`config.mk`:
```
export PLATFORM = sky130hd
export DESIGN_NAME = odometer_loop_closure_detector_flat
export DESIGN_NICKNAME = d
export VERILOG_FILES = /design/src/olcd_pkg.sv /design/src/olcd_channels.sv /design/src/odometer_loop_closure_detector.sv /design/src/flat_wrapper.sv
export SDC_FILE = /design/constraint.sdc
export NUM_CORES = 2
export LEC_CHECK = 0
export ABC_CLOCK_PERIOD_IN_PS = 17100
export BUFFER_PORTS_ARGS = -buffer_cell sky130_fd_sc_hd__buf_2
export CORE_MARGIN = 1.5
export CORE_UTILIZATION = 30
export CTS_CLUSTER_DIAMETER = 50
export DETAILED_ROUTE_END_ITERATION = 12
export SYNTH_ARGS = -nofsm -noshare
export SYNTH_HDL_FRONTEND = slang
export SYNTH_SLANG_ARGS = --single-unit
export TNS_END_PERCENT = 10
```
`constraint.sdc`:
```
create_clock -name clk -period 17.1 [get_ports clk]
set_input_delay 4.275 -clock clk [delete_from_list [all_inputs] [get_ports clk]]
set_output_delay 4.275 -clock clk [all_outputs]
set_load 0.02 [all_outputs]
```
`src/olcd_pkg.sv`:
```
// Shared types, codes and constants of the odometer loop closure detector.
// No dependencies.
`default_nettype none

package olcd_pkg;

	localparam int ADDR_W = 5;
	localparam int DATA_W = 64;
	localparam int SQ_W   = 49;   // squared step or origin distance
	localparam int RSQ_W  = 46;   // squared close radius

	localparam logic OP_START  = 1'b0;
	localparam logic OP_SAMPLE = 1'b1;

	localparam logic [1:0] REG_CLOSE_RADIUS = 2'd0;
	localparam logic [1:0] REG_MIN_PATH     = 2'd1;
	localparam logic [1:0] REG_MIN_SAMPLES  = 2'd2;

	localparam logic [22:0] CLOSE_RADIUS_RST = 23'd205;
	localparam logic [39:0] MIN_PATH_RST     = 40'd3072;
	localparam logic [15:0] MIN_SAMPLES_RST  = 16'd10;

	localparam logic [2:0] MSTEP_LAST = 3'd5;

	localparam logic [39:0] DIST_MAX  = 40'hFF_FFFF_FFFF;
	localparam logic [15:0] COUNT_MAX = 16'hFFFF;

	typedef struct packed {
		logic               opcode;
		logic signed [23:0] pos_x;
		logic signed [23:0] pos_y;
		logic signed [15:0] heading;
	} in_item_t;

	typedef struct packed {
		logic [39:0]        path_length;
		logic signed [31:0] heading_total;
		logic [15:0]        sample_count;
		logic               loop_done;
		logic               is_recording;
	} out_item_t;

	typedef enum logic [1:0] {
		ST_IDLE,
		ST_MUL,
		ST_SQRT,
		ST_FIN
	} olcd_state_t;

endpackage

`default_nettype wire

```
`src/olcd_channels.sv`:
```
// Valid/ready channel interfaces for the detector's sample and result streams.
// Depends on olcd_pkg.
`default_nettype none

interface olcd_in_if;
	import olcd_pkg::*;
	logic     valid;
	logic     ready;
	in_item_t payload;
	modport source (output valid, output payload, input ready);
	modport sink   (input valid, input payload, output ready);
endinterface

interface olcd_out_if;
	import olcd_pkg::*;
	logic      valid;
	logic      ready;
	out_item_t payload;
	modport source (output valid, output payload, input ready);
	modport sink   (input valid, input payload, output ready);
endinterface

`default_nettype wire

```
`src/odometer_loop_closure_detector.sv`:
```
// Odometer loop closure detector: top level with sequencer, shared multiplier and
// bit-serial square root. Depends on olcd_pkg and olcd_channels.
//
// A sample taken while recording runs through a 25x25 multiplier shared by the
// products (step dx^2, dy^2, origin dx^2, dy^2, radius^2) and a 25-iteration
// restoring square root, then an update step. The next transaction is taken
// only after that update, so one sample is processed at a time. Start commands
// and samples while idle go straight to the update. item.ready is high only
// while the sequencer is idle; one result register decouples the result side,
// so a stalled result delays only the update of the next transaction. Registers
// sit at byte addresses 0, 8, 16 on a 64-bit APB port; writes are expected only
// while the block is idle.
`default_nettype none

module odometer_loop_closure_detector (
	input  wire                          clk,
	input  wire                          arst_n,
	olcd_in_if.sink                      item,
	olcd_out_if.source                   result,
	input  wire                          psel,
	input  wire                          penable,
	input  wire                          pwrite,
	input  wire [olcd_pkg::ADDR_W-1:0]   paddr,
	input  wire [olcd_pkg::DATA_W-1:0]   pwdata,
	output logic [olcd_pkg::DATA_W-1:0]  prdata,
	output logic                         pready
);
	import olcd_pkg::*;

	// configuration
	logic [22:0] close_radius_q;
	logic [39:0] min_path_q;
	logic [15:0] min_samples_q;

	// tracking state
	logic               active_q;
	logic [39:0]        dist_q;
	logic signed [31:0] yaw_q;
	logic signed [15:0] prior_h_q;
	logic [15:0]        count_q;
	logic signed [23:0] origin_x_q, origin_y_q, prior_x_q, prior_y_q;

	// transaction capture
	in_item_t item_q;

	// sequencer
	olcd_state_t state_q, state_nxt;
	logic        accept, mul_run, sqrt_run, fin_fire, out_free;
	logic [2:0]  mstep_q;

	// multiplier datapath
	logic signed [23:0] px, py, ox, oy;
	logic signed [24:0] dxp, dyp, dxo, dyo, mul_a;
	logic signed [49:0] mul_full;
	logic [47:0]        prod_q;
	logic [SQ_W-1:0]    step_sq_q, orig_sq_q;
	logic [RSQ_W-1:0]   rad_sq_q;

	// square root datapath
	logic [SQ_W-1:0] rem_q, res_q, bit_q;
	logic [SQ_W:0]   trial;
	logic            ge;

	// update datapath
	logic               first;
	logic [40:0]        dist_sum;
	logic [39:0]        dist_new, dist_after;
	logic signed [17:0] dh, dw;
	logic signed [33:0] yaw_sum;
	logic signed [31:0] yaw_new;
	logic [15:0]        count_new;
	logic               done;
	logic               take_sample;

	// output register
	logic      out_valid_q;
	out_item_t out_q, out_nxt;

	// ---------------- configuration port ----------------
	assign pready = 1'b1;

	always_ff @(posedge clk or negedge arst_n) begin
		if (!arst_n) begin
			close_radius_q <= CLOSE_RADIUS_RST;
			min_path_q     <= MIN_PATH_RST;
			min_samples_q  <= MIN_SAMPLES_RST;
		end else if (psel && penable && pwrite) begin
			case (paddr[4:3])
				REG_CLOSE_RADIUS: close_radius_q <= pwdata[22:0];
				REG_MIN_PATH:     min_path_q     <= pwdata[39:0];
				REG_MIN_SAMPLES:  min_samples_q  <= pwdata[15:0];
				default: ;
			endcase
		end
	end

	always_comb begin
		case (paddr[4:3])
			REG_CLOSE_RADIUS: prdata = {41'd0, close_radius_q};
			REG_MIN_PATH:     prdata = {24'd0, min_path_q};
			REG_MIN_SAMPLES:  prdata = {48'd0, min_samples_q};
			default:          prdata = '0;
		endcase
	end

	// ---------------- sequencer ----------------
	assign accept   = item.valid && item.ready;
	assign out_free = !out_valid_q || result.ready;

	always_comb begin
		state_nxt = state_q;
		case (state_q)
			ST_IDLE: begin
				if (item.valid) begin
					if (item.payload.opcode == OP_SAMPLE && active_q)
						state_nxt = ST_MUL;
					else
						state_nxt = ST_FIN;
				end
			end
			ST_MUL: begin
				if (mstep_q == MSTEP_LAST)
					state_nxt = ST_SQRT;
			end
			ST_SQRT: begin
				if (bit_q[0])
					state_nxt = ST_FIN;
			end
			ST_FIN: begin
				if (out_free)
					state_nxt = ST_IDLE;
			end
			default: state_nxt = ST_IDLE;
		endcase
	end

	always_comb begin
		item.ready = 1'b0;
		mul_run    = 1'b0;
		sqrt_run   = 1'b0;
		fin_fire   = 1'b0;
		case (state_q)
			ST_IDLE: item.ready = 1'b1;
			ST_MUL:  mul_run    = 1'b1;
			ST_SQRT: sqrt_run   = 1'b1;
			ST_FIN:  fin_fire   = out_free;
			default: ;
		endcase
	end

	always_ff @(posedge clk or negedge arst_n) begin
		if (!arst_n) begin
			state_q <= ST_IDLE;
			mstep_q <= '0;
		end else begin
			state_q <= state_nxt;
			if (mul_run)
				mstep_q <= mstep_q + 3'd1;
			else
				mstep_q <= '0;
		end
	end

	always_ff @(posedge clk) begin
		if (accept)
			item_q <= item.payload;
	end

	// ---------------- shared multiplier ----------------
	// the first sample after start is its own origin and prior point
	assign first = (count_q == 16'd0);
	assign px = first ? item_q.pos_x : prior_x_q;
	assign py = first ? item_q.pos_y : prior_y_q;
	assign ox = first ? item_q.pos_x : origin_x_q;
	assign oy = first ? item_q.pos_y : origin_y_q;

	assign dxp = {item_q.pos_x[23], item_q.pos_x} - {px[23], px};
	assign dyp = {item_q.pos_y[23], item_q.pos_y} - {py[23], py};
	assign dxo = {item_q.pos_x[23], item_q.pos_x} - {ox[23], ox};
	assign dyo = {item_q.pos_y[23], item_q.pos_y} - {oy[23], oy};

	always_comb begin
		case (mstep_q)
			3'd0:    mul_a = dxp;
			3'd1:    mul_a = dyp;
			3'd2:    mul_a = dxo;
			3'd3:    mul_a = dyo;
			default: mul_a = {2'b00, close_radius_q};
		endcase
	end

	assign mul_full = mul_a * mul_a;

	// product is registered; it is folded into its sum in the next cycle
	always_ff @(posedge clk) begin
		if (mul_run) begin
			prod_q <= mul_full[47:0];
			case (mstep_q)
				3'd1: step_sq_q <= {1'b0, prod_q};
				3'd2: step_sq_q <= step_sq_q + {1'b0, prod_q};
				3'd3: orig_sq_q <= {1'b0, prod_q};
				3'd4: orig_sq_q <= orig_sq_q + {1'b0, prod_q};
				3'd5: rad_sq_q  <= prod_q[RSQ_W-1:0];
				default: ;
			endcase
		end
	end

	// ---------------- bit-serial square root ----------------
	assign trial = {1'b0, res_q} + {1'b0, bit_q};
	assign ge    = ({1'b0, rem_q} >= trial);

	always_ff @(posedge clk) begin
		if (mul_run && mstep_q == MSTEP_LAST) begin
			rem_q <= step_sq_q;
			res_q <= '0;
			bit_q <= {1'b1, {(SQ_W-1){1'b0}}};
		end else if (sqrt_run) begin
			if (ge) begin
				rem_q <= rem_q - trial[SQ_W-1:0];
				res_q <= (res_q >> 1) + bit_q;
			end else begin
				res_q <= res_q >> 1;
			end
			bit_q <= bit_q >> 2;
		end
	end

	// ---------------- update ----------------
	assign take_sample = (item_q.opcode == OP_SAMPLE) && active_q;

	assign dist_sum = {1'b0, dist_q} + {16'd0, res_q[24:0]};
	assign dist_new = dist_sum[40] ? DIST_MAX : dist_sum[39:0];

	// heading difference wraps to [-pi, pi], exactly pi keeps its sign
	assign dh = {{2{item_q.heading[15]}}, item_q.heading} - {{2{prior_h_q[15]}}, prior_h_q};
	always_comb begin
		if (dh > 18'sd32768)
			dw = dh - 18'sd65536;
		else if (dh < -18'sd32768)
			dw = dh + 18'sd65536;
		else
			dw = dh;
	end

	assign yaw_sum = {{2{yaw_q[31]}}, yaw_q} + {{16{dw[17]}}, dw};
	always_comb begin
		if (yaw_sum > 34'sd2147483647)
			yaw_new = 32'sh7FFF_FFFF;
		else if (yaw_sum < -34'sd2147483648)
			yaw_new = 32'sh8000_0000;
		else
			yaw_new = yaw_sum[31:0];
	end

	assign count_new  = (count_q == COUNT_MAX) ? COUNT_MAX : count_q + 16'd1;
	assign dist_after = first ? dist_q : dist_new;
	assign done = take_sample && (count_new >= min_samples_q)
		&& (orig_sq_q < {3'd0, rad_sq_q}) && (dist_after > min_path_q);

	always_comb begin
		out_nxt.path_length   = dist_q;
		out_nxt.heading_total = yaw_q;
		out_nxt.sample_count  = count_q;
		out_nxt.loop_done     = 1'b0;
		out_nxt.is_recording  = active_q;
		if (item_q.opcode == OP_START) begin
			out_nxt.path_length  = '0;
			out_nxt.sample_count = '0;
			out_nxt.is_recording = 1'b1;
		end else if (take_sample) begin
			out_nxt.path_length   = dist_after;
			out_nxt.heading_total = first ? yaw_q : yaw_new;
			out_nxt.sample_count  = count_new;
			out_nxt.loop_done     = done;
			out_nxt.is_recording  = !done;
		end
	end

	always_ff @(posedge clk or negedge arst_n) begin
		if (!arst_n) begin
			active_q  <= 1'b0;
			dist_q    <= '0;
			yaw_q     <= '0;
			prior_h_q <= '0;
			count_q   <= '0;
		end else if (fin_fire) begin
			active_q <= out_nxt.is_recording;
			dist_q   <= out_nxt.path_length;
			yaw_q    <= out_nxt.heading_total;
			count_q  <= out_nxt.sample_count;
			if (take_sample)
				prior_h_q <= item_q.heading;
		end
	end

	always_ff @(posedge clk) begin
		if (fin_fire && take_sample) begin
			prior_x_q <= item_q.pos_x;
			prior_y_q <= item_q.pos_y;
			if (first) begin
				origin_x_q <= item_q.pos_x;
				origin_y_q <= item_q.pos_y;
			end
		end
	end

	// ---------------- result register ----------------
	always_ff @(posedge clk or negedge arst_n) begin
		if (!arst_n)
			out_valid_q <= 1'b0;
		else if (fin_fire)
			out_valid_q <= 1'b1;
		else if (result.ready)
			out_valid_q <= 1'b0;
	end

	always_ff @(posedge clk) begin
		if (fin_fire)
			out_q <= out_nxt;
	end

	assign result.valid   = out_valid_q;
	assign result.payload = out_q;

endmodule

`default_nettype wire

```
`src/flat_wrapper.sv`:
```
// flat-port wrapper written by rule: the top's interface ports become plain ports
module odometer_loop_closure_detector_flat import olcd_pkg::*;
  (clk, arst_n, psel, penable, pwrite, paddr, pwdata, prdata, pready, item_valid, item_payload, item_ready, result_valid, result_payload, result_ready);
  olcd_in_if item_i ();
  olcd_out_if result_i ();
  input  wire clk;
  input  wire arst_n;
  input  wire psel;
  input  wire penable;
  input  wire pwrite;
  input  wire [olcd_pkg::ADDR_W-1:0] paddr;
  input  wire [olcd_pkg::DATA_W-1:0] pwdata;
  output logic [olcd_pkg::DATA_W-1:0] prdata;
  output logic pready;
  input wire logic [$bits(item_i.valid)-1:0] item_valid;
  input wire logic [$bits(item_i.payload)-1:0] item_payload;
  output wire logic [$bits(item_i.ready)-1:0] item_ready;
  output wire logic [$bits(result_i.valid)-1:0] result_valid;
  output wire logic [$bits(result_i.payload)-1:0] result_payload;
  input wire logic [$bits(result_i.ready)-1:0] result_ready;
  assign item_i.valid = item_valid;
  assign item_i.payload = item_payload;
  assign item_ready = item_i.ready;
  assign result_valid = result_i.valid;
  assign result_payload = result_i.payload;
  assign result_i.ready = result_ready;
  odometer_loop_closure_detector u_core (.clk(clk), .arst_n(arst_n), .item(item_i), .result(result_i), .psel(psel), .penable(penable), .pwrite(pwrite), .paddr(paddr), .pwdata(pwdata), .prdata(prdata), .pready(pready));
endmodule
```
Word level (Yosys, flattened, before mapping)
Cells that the tools add are included.
Widths: inputs -> output; s select.
{"block": "word_totals", "in_bits": 141, "regBits": 756, "out_inout_bits": 157, "word_cells": 141}
{"block": "op_classes", "n_eq_ne": 15, "n_addsub": 16, "n_mul": 1, "muxes": 38, "n_lt_le_gt_ge": 8, "reduce_logical": 32}
{"cell": "$mux 49", "n": 4}
{"cell": "$pmux 49 s2", "n": 2}
{"cell": "$mux 32", "n": 4}
{"cell": "$mux 40", "n": 3}
{"cell": "$pmux 40 s3", "n": 1}
{"cell": "$pmux 25 s4", "n": 1}
{"cell": "$sub 24x24->25", "n": 4}
{"cell": "$add 49x48->49", "n": 2}
{"cell": "$mux 24", "n": 4}
{"cell": "$mux 90", "n": 1}
{"cell": "$add 49x49->50", "n": 1}
{"cell": "$ge 49x50->1", "n": 1}
{"cell": "$add 48x49->49", "n": 1}
{"cell": "$lt 49x46->1", "n": 1}
{"cell": "$sub 49x49->49", "n": 1}
{"cell": "$mul 25x25->48", "n": 1}
{"cell": "$add 40x25->41", "n": 1}
{"cell": "$gt 40x40->1", "n": 1}
{"cell": "$mux 18", "n": 2}
{"cell": "$gt 34x32->1 const B", "n": 1}
{"cell": "$lt 34x32->1 const B", "n": 1}
{"cell": "$add 32x18->33", "n": 1}
{"cell": "$mux 16", "n": 2}
{"cell": "$add 18x18->18 const B", "n": 1}
{"cell": "28 further kinds", "n": 68}

Depth between registers and ports, before layout
{"block": "logic_depth", "word_depth": 11, "mapped_depth": 48, "ltp_nobuf": 45}

Least setup slack after synthesis
Ideal clock, no wire load.
{"block": "synth_timing", "kind": "flip-flop to flip-flop", "from": "reg u_core.count_q[0]", "to": "reg u_core.prod_q[46] (data pin)", "required_ns": 16.835, "setup_ns": 0.265, "t_arrival_ns": 10.946, "period_less_slack_ns": 11.211, "slack_ns": 5.889, "stages_incl_launch_ff": 42, "n_path_buf": 4, "path_cell_list": "dfrtp_1 -> inv_1 -> ha_1 -> nor4b_1 -> and4_1 -> clkbuf_1 -> clkbuf_1 -> clkbuf_1 -> o21ai_0 -> ha_1 -> fa_1 -> and2b_1 -> o2111ai_1 -> and4b_1 -> o211ai_2 -> a41oi_2 -> o31ai_2 -> mux2_2 -> (+6 left out) -> fa_1 -> fa_1 -> fa_1 -> fa_1 -> fa_1 -> inv_1 -> fa_1 -> inv_1 -> ha_1 -> nand2_1 -> or4b_2 -> o21ai_0 -> a21oi_1 -> a21oi_1 -> o21ai_0 -> a311oi_1 -> o21ai_0 -> xor2_1"}
{"block": "synth_between", "elab_chain_len": 5, "elab_cells_between_ends": 11, "cone_classes": "add/sub (4); mul (1); mux (5); reduce/logical (1)"}
{"element": "start, declared", "line": "odometer_loop_closure_detector.sv:40", "text": "logic [15:0] count_q;"}
{"element": "start signal, assigned", "line": "odometer_loop_closure_detector.sv:291", "text": "count_q <= out_nxt.sample_count;"}
{"element": "$logic_not 16->1 *", "line": "odometer_loop_closure_detector.sv:171", "text": "assign first = (count_q == 16'd0);"}
{"element": "$mux 24 (on tied branches)"}
{"element": "$sub 24x24->25 (on tied branches)"}
{"element": "$pmux 25 s4 *", "line": "odometer_loop_closure_detector.sv:183", "text": "case (mstep_q)"}
{"element": "$mul 25x25->48 *", "line": "odometer_loop_closure_detector.sv:192", "text": "assign mul_full = mul_a * mul_a;"}
{"element": "net u_core.mul_full[46]", "line": "odometer_loop_closure_detector.sv:54", "text": "logic signed [49:0] mul_full;"}
{"element": "end signal, assigned", "line": "odometer_loop_closure_detector.sv:197", "text": "prod_q <= mul_full[47:0];"}
{"element": "end, declared", "line": "odometer_loop_closure_detector.sv:55", "text": "logic [47:0] prod_q;"}
The timed path passes the listed nets; every way through them passes the cells marked *.
A chain may end at the register's enable or synchronous reset.

Worst setup path in the final report
Ends and elaborated chain as after synthesis.

==> summary.txt <==
Run status
  – Status: complete, no violations

Routing
  – Post-Route WL: 209000 um
  – Drc violations: 0
  – Vias: 55100
  – DRT iter0 DRCs: 4262
  – Number of routed nets with antenna violations: 0
  – Vias/cell: 5.12
  – WL per Instance: 19.4 um
  – TritonRoute pass-1 iters: 8

Setup path
  – Reg2Reg Capture Point: u_core.prod_q[46]
  – FF-to-FF setup slack: 2720 ps
  – Crit-path max FO: 62
  – R2r worst-path depth: 45
  – Crit start category: flop
  – Crit Path Category: reg -> reg
  – CP endpoint kind: flop
  – Worst EP arrival: 14790 ps
  – R2r startpoint: u_core.count_q[0]
  – CP max-delay cell: and4_4
  – Worst path max stage delay: 790 ps
  – Req. time, crit path: 17500 ps

Job
  – Max Cap Viol: 0

Timing
  – Hold Violations, Final: 0
  – Final period util: 84.1%
  – RSZ-0062 raised after global routing: false
  – Worst-case clock skew: 81.2 ps
  – Max-slew violation count: 0
  – F_max: 69.5 MHz
  – Max-slew headroom: 19.7%
  – Least-Margin Pin Slew: 1200 ps
  – Tmin final: 14380 ps
  – Setup Total Neg Slack: 0 ps
  – Final Setup Violations: 0

Place
  – Placed insts: 10600
  – IO buf count: 245
  – DP Area: 74400 um2
  – Detailed placer's ending HPWL: 162000 um
  – Placer Congestion: 0.916

Clock tree
  – Clk sink count: 754
  – CTS Hold Bufs: 0
  – Clock transition at the registers of the reported paths: 60 ps
  – Clock latency at the later pin of the worst-skew pair: 760 ps
  – CTS tree: built
  – Post-CTS Setup Bufs: 0
  – Clk buf depth: 3
  – CTS HTree Levels: 3
  – Post-CTS resize count: 0
  – Root buf cell: clkbuf_16
  – CTS Buf Count: 104

Min path
  – WHS Endpoint: u_core.prior_h_q[14]
  – Hold Path Depth: 2
  – Min-delay src: u_core.item_q[14]
  – Hold Crit Class: reg -> reg

Yosys
  – Seq/Total Area, Yosys: 30.0%
  – Primary FF master, synth: edfxtp_1
  – Synth Register Bits: 754
  – Fraction of registers with async set/reset: 25.2%
  – Synth Instances: 7478
  – EDFF count, synth: 490
  – Post-synthesis average cell area: 9.33 um2
  – Ys Warns: 0
  – Netlist cell types: 113
  – Cell Area, Synth: 69800 um2

Global route
  – Number of global-route vias before repair: 55500
  – Total GRT Usage: 17.5%
  – Antenna violations before repair: 26
  – First-pass GRT wire length: 324000 um
  – Largest net degree at the start of global routing: 94
  – GRT overflow: 0

Floorplanning
  – Die area: 236000 um2
  – Die X-Extent: 485 um
  – Die Ht: 485 um
  – Core area: 231000 um2
  – Std-Cell Rows: 176
  – I/O pins: 298
  – Starting density of the core: 30.3%

Finish
  – Final instance area: 78100 um2
  – Area growth syn-to-layout: 11.9%
  – Post-Layout Cell Count: 10800
  – Post-layout util: 33.9%
  – Share of layout cells above drive strength 1: 9.16%
  – FILL cells: 23400
  – Fin nets: 8945
==> sequential cells by signal, indices dropped and copies added (netlist names), 23 cells and up <==
signal / flops
u_core.result.payload: 90
u_core.origin_x_q: 24
u_core.prior_x_q: 24
u_core.prod_q: 47
u_core.rad_sq_q: 45
u_core.res_q: 49
u_core.min_path_q: 40
u_core.close_radius_q: 23
u_core.item_q: 65
u_core.prior_y_q: 24
u_core.rem_q: 49
u_core.step_sq_q: 49
u_core.orig_sq_q: 49
u_core.bit_q: 25
u_core.dist_q: 40
u_core.yaw_q: 32
u_core.origin_y_q: 24
==> cells by family after synthesis <==
family                   Yosys count  synth area share [%]
XOR/XNOR                         362                  4.54
multiplexers                     161                  2.43
AND/OR/NAND/NOR                 2063                  13.0
other                              2                0.0108
flip-flops                       754                  30.0
buffers and inverters           1236                  6.88
adder cells (fa/ha/maj)         1170                  27.4
AO/OA/AOI/OAI                   1730                  15.8
==> worst max-delay path, delay by kind of cell, from the launching register on <==
family	cells	cell delay (ps)
adder cells (fa/ha/maj)	10	4490
AO/OA/AOI/OAI	15	3350
AND/OR/NAND/NOR	8	2840
buffers and inverters	10	1680
XOR/XNOR	1	630
multiplexers	1	490
flip-flops	1	480
==> cell usage after synthesis, types with 24 or more instances <==
cell | n | area [um2]
o31ai_1 | 24 | 180
inv_1 | 931 | 3490
o211ai_1 | 30 | 225
o21ai_1 | 53 | 265
and3_1 | 39 | 244
and2_1 | 39 | 244
clkbuf_1 | 214 | 803
nand2_1 | 922 | 3460
a21o_1 | 178 | 1340
edfxtp_1 | 490 | 14700
xnor2_1 | 219 | 1920
dfxtp_1 | 74 | 1480
nor3_1 | 78 | 390
ha_1 | 570 | 7130
a31oi_1 | 72 | 450
o21ai_0 | 433 | 2170
fa_1 | 596 | 11900
nand4_1 | 56 | 350
buf_1 | 24 | 90.1
mux2_2 | 65 | 732
mux2i_1 | 96 | 961
nor2_1 | 596 | 2240
dfrtp_1 | 181 | 4530
nand3_1 | 100 | 500
o21bai_1 | 54 | 405
xor2_1 | 143 | 1250
nor4_1 | 29 | 181
a21oi_1 | 464 | 2320
buf_4 | 32 | 240
o21a_1 | 90 | 676
nor2b_1 | 48 | 300
nand2b_1 | 45 | 282
a211oi_1 | 75 | 563
==> metal layers <==
layer | routed length, um | GRT usage, % | vias to the layer above
met5 | 39 | 0 | -
met4 | 7600 | 6.51 | 6
met3 | 11600 | 2.31 | 386
met2 | 97400 | 28.5 | 1614
met1 | 92200 | 23.6 | 27200
li1 | - | - | 25900
==> how the worst max path moves through the flow <==
stage	startpoint	to
2_1_floorplan	u_core.count_q[0]	u_core.prod_q[46]
3_3_place_gp	u_core.count_q[0]	u_core.prod_q[46]
3_5_place_dp	u_core.count_q[0]	u_core.prod_q[46]
4_1_cts	u_core.count_q[0]	u_core.prod_q[46]
5_1_grt	u_core.count_q[0]	u_core.prod_q[46]
6_report	u_core.count_q[0]	u_core.prod_q[46]
==> placed cells by master, fill, tap and decap left out, drive strengths merged, types with 32 or more instances in the layout <==
master / count
a211oi: 77
a21o: 178
a21oi: 471
a31oi: 74
and2: 42
and3: 39
buf: 324
clkbuf: 120
clkinv: 43
dfrtp: 181
dfxtp: 74
edfxtp: 490
fa: 596
ha: 570
inv: 956
mux2: 65
mux2i: 96
nand2: 923
nand2b: 45
nand3: 100
nand4: 57
nor2: 597
nor2b: 48
nor3: 80
o211ai: 32
o21a: 90
o21ai: 490
o21bai: 55
xnor2: 219
xor2: 143
==> metrics by stage <==
step,worst slack [ps],hold slack [ps]
after floorplan,5890,450
after global placement,2960,473
after global routing,1940,522
final,2720,491
after CTS,2820,497
after detailed placement,2890,482
==> area by class of cell <==
type,count,area [um2],share of cell area (%)
clock inverter,76,980,1.25
inverter,942,3550,4.54
tap,3026,3790,4.85
antenna,11,27.5,0.0352
timing repair buffer,325,1850,2.37
clock buffer,119,2700,3.46
sequential,754,21000,26.8
multi-input combinational,5511,44300,56.7
Power is left out: the tool's default activity adds up to more than one toggle a clock period on the data nets, which glitch-free logic cannot reach.
